**config.mk**
```make
export PLATFORM = sky130hd
export DESIGN_NAME = keypad_clock_time_set_controller
export DESIGN_NICKNAME = d
export VERILOG_FILES = /design/src/rtl/kcts_pkg.sv /design/src/rtl/kcts_check.sv /design/src/rtl/kcts_ctrl.sv /design/src/rtl/keypad_clock_time_set_controller.sv
export VERILOG_INCLUDE_DIRS = /design/src /design/src/rtl
export SDC_FILE = /design/constraint.sdc
export NUM_CORES = 1
export LEC_CHECK = 0
export BUFFER_PORTS_ARGS = -buffer_cell sky130_fd_sc_hd__buf_2
export CORE_MARGIN = 5
export CORE_UTILIZATION = 25
export CTS_CLUSTER_SIZE = 8
export DETAILED_ROUTE_END_ITERATION = 10
export PLACE_DENSITY_LB_ADDON = 0.08
export SETUP_SLACK_MARGIN = 0.5
export SYNTH_ARGS = -nofsm -noshare
export SYNTH_HDL_FRONTEND = slang
export SYNTH_HIERARCHICAL = 1
export SYNTH_SLANG_ARGS = --single-unit
```
**constraint.sdc**
```tcl
create_clock -name i_clk -period 5.6 [get_ports i_clk]
set_clock_uncertainty 0.2 [all_clocks]
set_input_delay 0.84 -clock i_clk [delete_from_list [all_inputs] [get_ports i_clk]]
set_output_delay 0.84 -clock i_clk [all_outputs]
set_load 0.005 [all_outputs]
```
**src/rtl/keypad_clock_time_set_controller_defines.svh**
```systemverilog
// Assertion macros for the keypad clock time-set controller.
`ifndef KEYPAD_CLOCK_TIME_SET_CONTROLLER_DEFINES_SVH
`define KEYPAD_CLOCK_TIME_SET_CONTROLLER_DEFINES_SVH

// Same-cycle implication, disabled while reset is asserted.
`define KCTS_ASSERT_NOW(label, clk, rst_n, ante, cons) \
    label: assert property (@(posedge clk) disable iff (!(rst_n)) (ante) |-> (cons)) \
        else $error("kcts same-cycle check failed");

// Next-cycle implication, disabled while reset is asserted.
`define KCTS_ASSERT_NEXT(label, clk, rst_n, ante, cons) \
    label: assert property (@(posedge clk) disable iff (!(rst_n)) (ante) |=> (cons)) \
        else $error("kcts next-cycle check failed");

`endif

```
**src/rtl/kcts_pkg.sv**
```systemverilog
// Shared types and constants for the keypad clock time-set controller.
`default_nettype none

package kcts_pkg;

    localparam int HOLD_TIMER_BITS = 16;
    localparam int CFG_W = 16;
    localparam int CMP_W = (HOLD_TIMER_BITS > CFG_W) ? HOLD_TIMER_BITS : CFG_W;

    localparam logic [CFG_W-1:0] HOLD_RESET = 16'd2000;

    localparam logic [3:0] KEY_A    = 4'd10;
    localparam logic [3:0] KEY_P    = 4'd11;
    localparam logic [3:0] KEY_M    = 4'd12;
    localparam logic [3:0] KEY_STAR = 4'd13;
    localparam logic [3:0] KEY_HASH = 4'd14;
    localparam logic [3:0] KEY_D    = 4'd15;

    localparam logic [4:0] CHAR_BLANK = 5'd16;

    localparam logic KIND_KEY  = 1'b0;
    localparam logic KIND_TICK = 1'b1;

    typedef enum logic [1:0] {
        MODE_NORMAL = 2'd0,
        MODE_SET    = 2'd1,
        MODE_ERROR  = 2'd2
    } t_mode;

    typedef enum logic [1:0] {
        FLD_HOUR = 2'd0,
        FLD_MIN  = 2'd1,
        FLD_AMPM = 2'd2
    } t_field;

    // Field check results for the current two-character entry.
    typedef struct packed {
        logic       hour_ok;
        logic       min_ok;
        logic       ampm_ok;
        logic       is_pm;
        logic [6:0] value;
    } t_chk;

    // One result word.
    typedef struct packed {
        t_mode      mode;
        t_field     field;
        logic [4:0] first;
        logic [4:0] second;
        logic       time_set;
        logic [4:0] hour;
        logic [5:0] minute;
    } t_result;

endpackage

`default_nettype wire

```
**src/rtl/kcts_check.sv**
```systemverilog
// Field checker: decodes the two-character entry into a value and validity flags.
`default_nettype none

module kcts_check (
    input  wire logic [4:0]   i_first,
    input  wire logic [4:0]   i_second,
    output kcts_pkg::t_chk    o_chk
);
    import kcts_pkg::*;

    logic       digits;
    logic [6:0] value;

    always_comb begin
        digits = (i_first < 5'd10) && (i_second < 5'd10);
        // tens * 10 as (tens << 3) + (tens << 1)
        value  = 7'({i_first[3:0], 3'b000}) + 7'({i_first[3:0], 1'b0})
               + 7'(i_second[3:0]);

        o_chk.value   = value;
        o_chk.hour_ok = digits && (value >= 7'd1) && (value <= 7'd12);
        o_chk.min_ok  = digits && (value <= 7'd59);
        o_chk.is_pm   = (i_first == {1'b0, KEY_P});
        o_chk.ampm_ok = ((i_first == {1'b0, KEY_A}) || (i_first == {1'b0, KEY_P}))
                     && (i_second == {1'b0, KEY_M});
    end

endmodule

`default_nettype wire

```
**src/rtl/kcts_ctrl.sv**
```systemverilog
// Mode/field state machine, entry registers and error hold timer.
`default_nettype none

module kcts_ctrl (
    input  wire logic                       i_clk,
    input  wire logic                       i_rst_n,
    input  wire logic                       i_step,
    input  wire logic                       i_kind,
    input  wire logic [3:0]                 i_key_code,
    input  wire logic [kcts_pkg::CFG_W-1:0] i_hold,
    output kcts_pkg::t_result               o_next
);
    import kcts_pkg::*;

    t_mode      r_mode,      n_mode;
    t_field     r_field,     n_field;
    logic [4:0] r_first,     n_first;
    logic [4:0] r_second,    n_second;
    logic       r_slot,      n_slot;
    logic [4:0] r_pend_hour, n_pend_hour;
    logic [5:0] r_pend_min,  n_pend_min;
    logic [HOLD_TIMER_BITS-1:0] r_elapsed, n_elapsed;

    logic [HOLD_TIMER_BITS-1:0] elapsed_inc;
    logic                       elapsed_max;
    logic [4:0]                 pm_hour;
    t_chk                       chk;

    kcts_check u_check (
        .i_first  (r_first),
        .i_second (r_second),
        .o_chk    (chk)
    );

    always_ff @(posedge i_clk) begin
        if (!i_rst_n) begin
            r_mode      <= MODE_NORMAL;
            r_field     <= FLD_HOUR;
            r_first     <= CHAR_BLANK;
            r_second    <= CHAR_BLANK;
            r_slot      <= 1'b0;
            r_pend_hour <= '0;
            r_pend_min  <= '0;
            r_elapsed   <= '0;
        end else if (i_step) begin
            r_mode      <= n_mode;
            r_field     <= n_field;
            r_first     <= n_first;
            r_second    <= n_second;
            r_slot      <= n_slot;
            r_pend_hour <= n_pend_hour;
            r_pend_min  <= n_pend_min;
            r_elapsed   <= n_elapsed;
        end
    end

    always_comb begin
        n_mode      = r_mode;
        n_field     = r_field;
        n_first     = r_first;
        n_second    = r_second;
        n_slot      = r_slot;
        n_pend_hour = r_pend_hour;
        n_pend_min  = r_pend_min;
        n_elapsed   = r_elapsed;

        o_next.time_set = 1'b0;
        o_next.hour     = '0;
        o_next.minute   = '0;

        // saturating hold counter
        elapsed_max = (r_elapsed == {HOLD_TIMER_BITS{1'b1}});
        elapsed_inc = elapsed_max ? r_elapsed : r_elapsed + HOLD_TIMER_BITS'(1);

        pm_hour = (chk.is_pm && (r_pend_hour != 5'd12)) ? r_pend_hour + 5'd12
                                                         : r_pend_hour;

        if (i_kind == KIND_TICK) begin
            if (r_mode == MODE_ERROR) begin
                if ((CMP_W'(elapsed_inc) >= CMP_W'(i_hold))
                        || (elapsed_inc == {HOLD_TIMER_BITS{1'b1}})) begin
                    n_mode    = MODE_SET;
                    n_slot    = 1'b0;
                    n_elapsed = '0;
                end else begin
                    n_elapsed = elapsed_inc;
                end
            end
        end else if (r_mode != MODE_ERROR) begin
            if (i_key_code == KEY_STAR) begin
                n_mode   = MODE_SET;
                n_field  = FLD_HOUR;
                n_slot   = 1'b0;
                n_first  = CHAR_BLANK;
                n_second = CHAR_BLANK;
            end else if (i_key_code == KEY_D) begin
                n_mode   = MODE_NORMAL;
                n_field  = FLD_HOUR;
                n_first  = CHAR_BLANK;
                n_second = CHAR_BLANK;
            end else if (r_mode == MODE_SET) begin
                if (i_key_code != KEY_HASH) begin
                    if (r_slot) begin
                        n_second = {1'b0, i_key_code};
                    end else begin
                        n_first = {1'b0, i_key_code};
                    end
                    n_slot = !r_slot;
                end else begin
                    n_first  = CHAR_BLANK;
                    n_second = CHAR_BLANK;
                    unique case (r_field)
                        FLD_HOUR: begin
                            if (chk.hour_ok) begin
                                n_pend_hour = chk.value[4:0];
                                n_field     = FLD_MIN;
                            end else begin
                                n_mode    = MODE_ERROR;
                                n_elapsed = '0;
                            end
                        end
                        FLD_MIN: begin
                            if (chk.min_ok) begin
                                n_pend_min = chk.value[5:0];
                                n_field    = FLD_AMPM;
                            end else begin
                                n_mode    = MODE_ERROR;
                                n_elapsed = '0;
                            end
                        end
                        default: begin
                            if (chk.ampm_ok) begin
                                n_pend_hour     = pm_hour;
                                o_next.time_set = 1'b1;
                                o_next.hour     = pm_hour;
                                o_next.minute   = r_pend_min;
                                n_mode          = MODE_NORMAL;
                                n_field         = FLD_HOUR;
                            end else begin
                                n_mode    = MODE_ERROR;
                                n_elapsed = '0;
                            end
                        end
                    endcase
                end
            end
        end

        o_next.mode   = n_mode;
        o_next.field  = n_field;
        o_next.first  = n_first;
        o_next.second = n_second;
    end

endmodule

`default_nettype wire

```
**src/rtl/keypad_clock_time_set_controller.sv**
```systemverilog
// Top level of the keypad clock time-set controller: input, result and config registers.
//
//  Channel | Direction | Handshake                | Word
//  --------+-----------+--------------------------+------------------------------------
//  in      | to block  | i_in_valid / o_in_ready  | i_kind, i_key_code
//  out     | from blk  | o_out_valid / i_out_ready| mode, field, entry chars, time set
//  cfg     | to block  | i_cfg_valid / o_cfg_ready| i_cfg_data (error hold in ms)
//
// One word per cycle sustained while the output does not stall. On the way to the result,
// the word lands in the input register, then one pass through the state update logic
// loads the result register and the controller state together (two register stages).
// Reset (i_rst_n low, synchronous) empties both registers and returns to normal mode,
// hour field, blank entry; the error hold reads 2000 ms until written.
// A stall on the output holds the result register and, through it, the input register.
`default_nettype none

`include "keypad_clock_time_set_controller_defines.svh"

module keypad_clock_time_set_controller (
    input  wire logic                       i_clk,
    input  wire logic                       i_rst_n,
    // input words
    input  wire logic                       i_in_valid,
    output logic                            o_in_ready,
    input  wire logic                       i_kind,
    input  wire logic [3:0]                 i_key_code,
    // result words
    output logic                            o_out_valid,
    input  wire logic                       i_out_ready,
    output logic [1:0]                      o_mode_now,
    output logic [1:0]                      o_field_now,
    output logic [4:0]                      o_entry_first,
    output logic [4:0]                      o_entry_second,
    output logic                            o_time_set,
    output logic [4:0]                      o_new_hour,
    output logic [5:0]                      o_new_minute,
    // configuration
    input  wire logic                       i_cfg_valid,
    output logic                            o_cfg_ready,
    input  wire logic [kcts_pkg::CFG_W-1:0] i_cfg_data
);
    import kcts_pkg::*;

    logic             r_in_valid;
    logic             r_in_kind;
    logic [3:0]       r_in_key;
    logic             r_out_valid;
    t_result          r_out;
    logic [CFG_W-1:0] r_hold;

    logic    step;
    t_result next_res;

    // advance when the input register is full and the result register can take a word
    assign step        = r_in_valid && (!r_out_valid || i_out_ready);
    assign o_in_ready  = !r_in_valid || step;
    assign o_cfg_ready = 1'b1;

    always_ff @(posedge i_clk) begin
        if (!i_rst_n) begin
            r_hold <= HOLD_RESET;
        end else if (i_cfg_valid) begin
            r_hold <= i_cfg_data;
        end
    end

    // input register
    always_ff @(posedge i_clk) begin
        if (!i_rst_n) begin
            r_in_valid <= 1'b0;
        end else if (o_in_ready) begin
            r_in_valid <= i_in_valid;
        end
    end

    always_ff @(posedge i_clk) begin
        if (i_in_valid && o_in_ready) begin
            r_in_kind <= i_kind;
            r_in_key  <= i_key_code;
        end
    end

    kcts_ctrl u_ctrl (
        .i_clk      (i_clk),
        .i_rst_n    (i_rst_n),
        .i_step     (step),
        .i_kind     (r_in_kind),
        .i_key_code (r_in_key),
        .i_hold     (r_hold),
        .o_next     (next_res)
    );

    // result register
    always_ff @(posedge i_clk) begin
        if (!i_rst_n) begin
            r_out_valid <= 1'b0;
        end else if (step) begin
            r_out_valid <= 1'b1;
        end else if (i_out_ready) begin
            r_out_valid <= 1'b0;
        end
    end

    always_ff @(posedge i_clk) begin
        if (step) begin
            r_out <= next_res;
        end
    end

    assign o_out_valid    = r_out_valid;
    assign o_mode_now     = r_out.mode;
    assign o_field_now    = r_out.field;
    assign o_entry_first  = r_out.first;
    assign o_entry_second = r_out.second;
    assign o_time_set     = r_out.time_set;
    assign o_new_hour     = r_out.hour;
    assign o_new_minute   = r_out.minute;

    // a commit always lands back in normal mode at the hour field
    `KCTS_ASSERT_NOW(a_commit_mode, i_clk, i_rst_n, r_out_valid && r_out.time_set, (r_out.mode == MODE_NORMAL) && (r_out.field == FLD_HOUR))
    // committed time reads zero unless a commit happened
    `KCTS_ASSERT_NOW(a_time_zero, i_clk, i_rst_n, r_out_valid && !r_out.time_set, (r_out.hour == 5'd0) && (r_out.minute == 6'd0))
    // error mode is only entered by a check that blanks the entry, and keys are ignored there
    `KCTS_ASSERT_NOW(a_error_blank, i_clk, i_rst_n, r_out_valid && (r_out.mode == MODE_ERROR), (r_out.first == CHAR_BLANK) && (r_out.second == CHAR_BLANK))
    // a held input word is never dropped
    `KCTS_ASSERT_NEXT(a_in_hold, i_clk, i_rst_n, r_in_valid && !step, r_in_valid)

endmodule

`default_nettype wire

```
==> results of run 1 <==
[metal layers]
metal	share of wire (%)	GRT usage, %
met3	3.7	2.50
met1	48	14.7
met4	1.9	4.21
met2	47	19.2
met5	0	0
[registers in the layout, summed over array words and instances, names as in the netlist, 4 cells and up]
signal / cells
r_hold: 16
u_ctrl/r_elapsed: 16
o_new_minute: 6
u_ctrl/r_pend_min: 6
o_entry_first: 5
o_entry_second: 5
o_new_hour: 5
u_ctrl/r_first: 5
u_ctrl/r_pend_hour: 5
u_ctrl/r_second: 5
r_in_key: 4
[worst min-delay path, stage by stage, from the launching register on]
cell	delay, ps
dfxtp_1	330
mux2i_1	70
nand2_1	60
[cell type report]
class	instances	area, sq um	area share, %
clock buffers	9	225	3.78
clock inverters	7	101	1.70
inverters	32	120	2.02
multi-input cells	370	2760	46.2
flip-flops and latches	91	2130	35.8
well taps	270	338	5.67
repair buffers	56	288	4.83
[worst paths after layout]
check                           slack [ps]             endpoint
worst max-delay path                  1360  u_ctrl/r_elapsed[6]
worst min-delay path                   280            r_hold[9]
worst max register to register        1360  u_ctrl/r_elapsed[6]
worst min register to register         280            r_hold[9]
[report_power, final]
part	total [mW]	switching [mW]	leakage [nW]	internal (mW)
registers	0.720	0.0166	0.774	0.704
logic	0.0907	0.0507	1.41	0.0400
clock network	0.673	0.278	0.152	0.394
total	1.48	0.346	2.33	1.14
[layout by cell type, fill, tap and decap left out, types with 4 or more instances in the layout]
cell,count
xnor2_1,8
a22o_1,9
nor3_1,7
buf_2,53
and3_1,4
clkbuf_16,9
a21oi_1,22
and4_1,4
o21a_1,4
and2_1,12
inv_1,32
a21o_1,5
dfxtp_1,60
a32o_1,14
nor4_1,8
nand2_1,38
nand4_1,8
a31oi_1,5
o211ai_1,6
nor2_1,22
nor2b_1,32
edfxtp_1,31
nand3_1,13
o21ai_0,18
ha_1,26
o31ai_1,4
mux2i_1,36
==> flow_summary_export.csv, run 1 <==
group,metric,value,unit
run_status,outcome,"complete, no violations",
timing,max_slew_margin,28.3,%
power_and_ir_drop,irDropWorstVdd,130,uV
grt,grt_start_max_net_pins,50,
min_path,min_from,"r_hold[9]",
grt,antenna_found_initial,0,
timing,grt_setup_unrepaired,"false",
min_path,worst_hold_path.num_cells,2,
timing,tightest_slew,1070,ps
timing,post-route-period-util,75.7,%
timing,fmax,236,MHz
synthesis,netlist_area,5150,sq um
worst_setup_path,crit_required,5700,ps
timing,final-setup-viol-count,0,
worst_setup_path,crit_cells,13,
power_and_ir_drop,power,1.48,mW
clock_network,htreeDepth,3,
worst_setup_path,r2r-start,"u_ctrl/r_elapsed[0]",
timing,fin_crit,4240,ps
power_and_ir_drop,p_leak,2.33,nW
floorplanning,ios,55,
worst_setup_path,crit_type,"flip-flop to flip-flop",
worst_setup_path,critPathLaunch,"u_ctrl/r_elapsed[0]",
clock_network,cts_buffers,9,
power_and_ir_drop,p_per_area,249,nW/um^2
floorplanning,start_util,25.4,%
worst_setup_path,critPathSlowestCell,"nor2_2",
worst_setup_path,start_kind,"flip-flop",
floorplanning,die_w,154,um
clock_network,clk_pin_slew,70,ps
cells_and_area,n_fill_cell,2198,
worst_setup_path,crit_top_cell,"ha_1",
cells_and_area,final_core_util,29.4,%
worst_setup_path,arrival,4340,ps
timing,fin_ws,1360,ps
route,dr.pass1.iters,5,
clock_network,cts_buffer_depth,2,
worst_setup_path,cp_cell_sequence,"ha_1 > nand3_1 > nor3_2 > nand2_1 > xnor2_1 > ha_1 > nand2b_1 > a21o_1 > a211oi_1 > o31a_1 > o31ai_2 > nor2_2 > a32o_1",
placement,dp.cells,819,
cells_and_area,syn_to_final_growth,15.6,%
placement,gp_congestion,0.822,
placement,pre_cts_ws,1370,ps
floorplanning,dieHeight,154,um
worst_setup_path,crit_buf_inv,0,
route,viasPerCell,4.82,
clock_network,numClockSinks,91,
route,vias,4024,
cells_and_area,antenna_cells,0,
cells_and_area,fin_area,5960,sq um
cells_and_area,drive_gt1_share,15.9,%
synthesis,netlist_instances,520,
timing,finalMaxSlewViolations,0,
clock_network,ctsHoldBuffers,0,
timing,hold_slack,282,ps
grt,grt_pass1_vias,4079,
grt,grt_pass1_wl,21800,um
clock_network,cts_resized,0,
placement,io_buffers,53,
grt,overflow,0,
synthesis,syn-num-nets,574,
min_path,min_path_type,"flip-flop to flip-flop",
timing,finalHoldViolCount,0,
placement,post_dp_cell_area,5630,sq um
worst_setup_path,crit_fanout,15,
clock_network,cts_root_buffer,"clkbuf_16",
cells_and_area,final_nets,614,
cells_and_area,final_cells,835,
synthesis,avgSynthCellArea,9.91,sq um
route,drtIter0Drc,206,
floorplanning,die_area,23600,sq um
route,finalWirelength,13300,um
synthesis,synth-warning-count,6,
worst_setup_path,critPathCaptureType,"flip-flop",
route,routedWlPerCell,15.9,um
clock_network,clock_latency,350,ps
worst_setup_path,critPathMaxStageDelay,600,ps
timing,finalSetupTns,0,ps
worst_setup_path,cp_top_family,"simple AND/OR/NAND/NOR gates",
floorplanning,coreArea,20300,sq um
clock_network,post_cts_buffers,0,
clock_network,cts_tree,"built",
placement,hpwl,9710,um
flow_run,maxCapViolCount,0,
worst_setup_path,ff2ff_path_depth,13,
route,drc,0,
grt,grt_usage,11.5,%
route,drtAntennaViolNets,0,
floorplanning,rows,52,
No activity file was read; power rests on OpenSTA's default activity.
==> run 2: changes to the inputs <==
--- a/config.mk
+++ b/config.mk
@@ -6,6 +6,7 @@
 export SDC_FILE = /design/constraint.sdc
 export NUM_CORES = 1
 export LEC_CHECK = 0
+export ABC_AREA = 1
 export BUFFER_PORTS_ARGS = -buffer_cell sky130_fd_sc_hd__buf_2
 export CORE_MARGIN = 5
 export CORE_UTILIZATION = 25
==> constraint.sdc (replaced) <==
create_clock -name i_clk -period 4.2 [get_ports i_clk]
set_clock_uncertainty 0.2 [all_clocks]
set_input_delay 0.63 -clock i_clk [delete_from_list [all_inputs] [get_ports i_clk]]
set_output_delay 0.63 -clock i_clk [all_outputs]
set_load 0.005 [all_outputs]
==> run 2 against run 1 <==
Effect of this change:
- register-to-register slack got worse by 560 ps
- synthesized area fell by 1.2%
- flip-flop and latch count unchanged
- sequential share of layout area increased by 0.063 points
- fmax is 25% higher
- routed wire length shrank 0.42%
- die area down 1.2%
- critical path depth rose by 6
- total power increased by 39%
- global-route usage rose by 0.20 points
- first-iteration DRC count fell by 12%
- clock-buffer cell count up 2
==> flow_summary_export.csv, run 2 <==
group,metric,value,unit
placement,pre_cts_ws,497,ps
min_path,min_path_type,"input pin to flip-flop",
grt,grt_usage,11.7,%
synthesis,avgSynthCellArea,7.46,sq um
min_path,worst_hold_path.num_cells,1,
grt,overflow,0,
worst_setup_path,critPathCaptureType,"flip-flop",
power_and_ir_drop,irDropWorstVdd,187,uV
clock_network,cts_root_buffer,"clkbuf_16",
cells_and_area,syn_to_final_growth,17.1,%
worst_setup_path,arrival,3410,ps
timing,finalSetupTns,0,ps
timing,fin_crit,3400,ps
floorplanning,dieHeight,153,um
cells_and_area,final_common_cell,"nand2_1",
clock_network,clock_latency,340,ps
route,drtIter0Drc,181,
route,drtAntennaViolNets,0,
timing,finalMaxSlewViolations,0,
clock_network,ctsHoldBuffers,0,
power_and_ir_drop,p_per_area,346,nW/um^2
synthesis,netlist_area,5090,sq um
synthesis,synth-warning-count,6,
run_status,outcome,"complete, no violations",
timing,finalHoldViolCount,0,
grt,antenna_found_initial,0,
min_path,min_to,"r_in_key[0]",
route,dr.pass1.iters,4,
timing,grt_setup_unrepaired,"false",
cells_and_area,final_nets,786,
worst_setup_path,crit_fanout,5,
power_and_ir_drop,p_leak,2.57,nW
worst_setup_path,r2r_end,"u_ctrl/r_pend_hour[4]",
min_path,min_from,"i_key_code[0]",
placement,hpwl,9780,um
clock_network,cts_buffer_depth,2,
placement,gp_congestion,0.815,
route,vias,4403,
worst_setup_path,start_kind,"flip-flop",
cells_and_area,top_regs,"r_hold: 16 flops, u_ctrl/r_elapsed: 16 flops",
power_and_ir_drop,combPwrFrac,12.1,%
clock_network,clk_pin_slew,70,ps
timing,post-route-period-util,80.9,%
clock_network,cts_tree,"built",
worst_setup_path,ff2ff_path_depth,19,
timing,tightest_slew,730,ps
floorplanning,die_area,23300,sq um
clock_network,htreeDepth,3,
floorplanning,die_w,153,um
route,routedWlPerCell,13.1,um
floorplanning,start_util,25.2,%
power_and_ir_drop,clkPwrFrac,40.0,%
worst_setup_path,rrSetupSlack,800,ps
clock_network,cts_buffers,9,
synthesis,netlist_instances,682,
timing,max_slew_margin,51.2,%
cells_and_area,antenna_cells,0,
timing,fmax,294,MHz
synthesis,syn-num-nets,736,
power_and_ir_drop,sw_frac_of_total,26.9,%
power_and_ir_drop,p_int,1.51,mW
floorplanning,ios,55,
clock_network,numClockSinks,91,
cells_and_area,drive_gt1_share,13.8,%
grt,grt_pass1_vias,4419,
cells_and_area,final_cell_mix,"137 x nand2_1, 101 x inv_1, 84 x nor2_1, 57 x dfxtp_1, 54 x o21ai_0",
floorplanning,coreArea,20200,sq um
route,drc,0,
worst_setup_path,crit_type,"flip-flop to flip-flop",
timing,final-setup-viol-count,0,
flow_run,maxCapViolCount,0,
worst_setup_path,crit_required,4210,ps
cells_and_area,n_fill_cell,2235,
route,finalWirelength,13200,um
power_and_ir_drop,seq_power_share,47.9,%
worst_setup_path,r2r-start,"u_ctrl/r_first[0]",
route,viasPerCell,4.37,
floorplanning,rows,52,
timing,fin_ws,801,ps
power_and_ir_drop,switchingPower,0.555,mW
grt,grt_pass1_wl,22600,um
grt,grt_start_max_net_pins,36,
placement,io_buffers,53,
==> run 2: per-layer routing <==
metal	GRT usage [%]	routed length, um	vias up
li1	-	-	2344
met1	17.7	7110	1971
met2	16.3	5390	78
met3	2.58	573	10
met5	0	0	-
met4	3.95	140	0
==> run 2: stage by stage <==
stage | cells | total power, mW | hold WS (ps) | util [%] | cell area, sq um
CTS | 1005 | 2.10 | 237 | 29.3 | 5910
global placement | 989 | 1.25 | 243 | 27.8 | 5610
floorplan | 682 | 1.17 | 229 | - | 5090
finish | 1007 | 2.06 | 256 | 29.5 | 5960
global route | 1007 | 2.18 | 244 | 29.5 | 5960
detailed placement | 989 | 1.25 | 245 | 27.8 | 5610
==> run 2: layout make-up <==
class | instances | area [sq um] | share of cell area, %
clock buffer | 11 | 233 | 3.91
tap | 270 | 338 | 5.67
sequential | 91 | 2140 | 35.8
clock inverter | 5 | 62.6 | 1.05
timing repair buffer | 57 | 308 | 5.16
inverter | 105 | 395 | 6.63
multi-input combinational | 468 | 2490 | 41.7
==> run 2: repair_timing <==
item,4_1_cts,5_1_grt
gates resized for setup,1,11
setup endpoints to repair,2,23
pin swaps,0,2
setup buffers,0,2
==> run 2: worst max-delay path: stages, from the launching register on <==
cell and delay, ps:
dfxtp_2 370, inv_1 70, fa_1 520, inv_1 70, fa_2 580, inv_1 60, nand3_1 80, nand2_1 50
nor2_1 80, nand2_1 50, nor2_1 140, inv_1 100, nor2_4 150, nor2_1 60, nor2_2 180, inv_1 110
nor2_2 110, inv_1 90, o211ai_1 100, a21oi_1 80
==> run 2: power groups by stage <==
stage	clock, mW	combinational (mW)	sequential (mW)
2_1_floorplan	0	0.172	0.998
3_3_place_gp	0	0.243	1.01
3_5_place_dp	0	0.245	1.01
4_1_cts	0.859	0.248	0.989
5_1_grt	0.894	0.293	0.996
6_report	0.826	0.249	0.989
==> run 2: worst max-delay path by stage <==
stage                           start               endpoint  slack [ps]
detailed placement  u_ctrl/r_first[0]  u_ctrl/r_pend_hour[4]         500
CTS                 u_ctrl/r_first[0]  u_ctrl/r_pend_hour[4]         570
global placement    u_ctrl/r_first[0]  u_ctrl/r_pend_hour[4]         620
floorplan                 i_out_ready    u_ctrl/r_elapsed[2]         570
global route        u_ctrl/r_first[0]   u_ctrl/r_elapsed[10]         490
finish              u_ctrl/r_first[0]  u_ctrl/r_pend_hour[4]         800
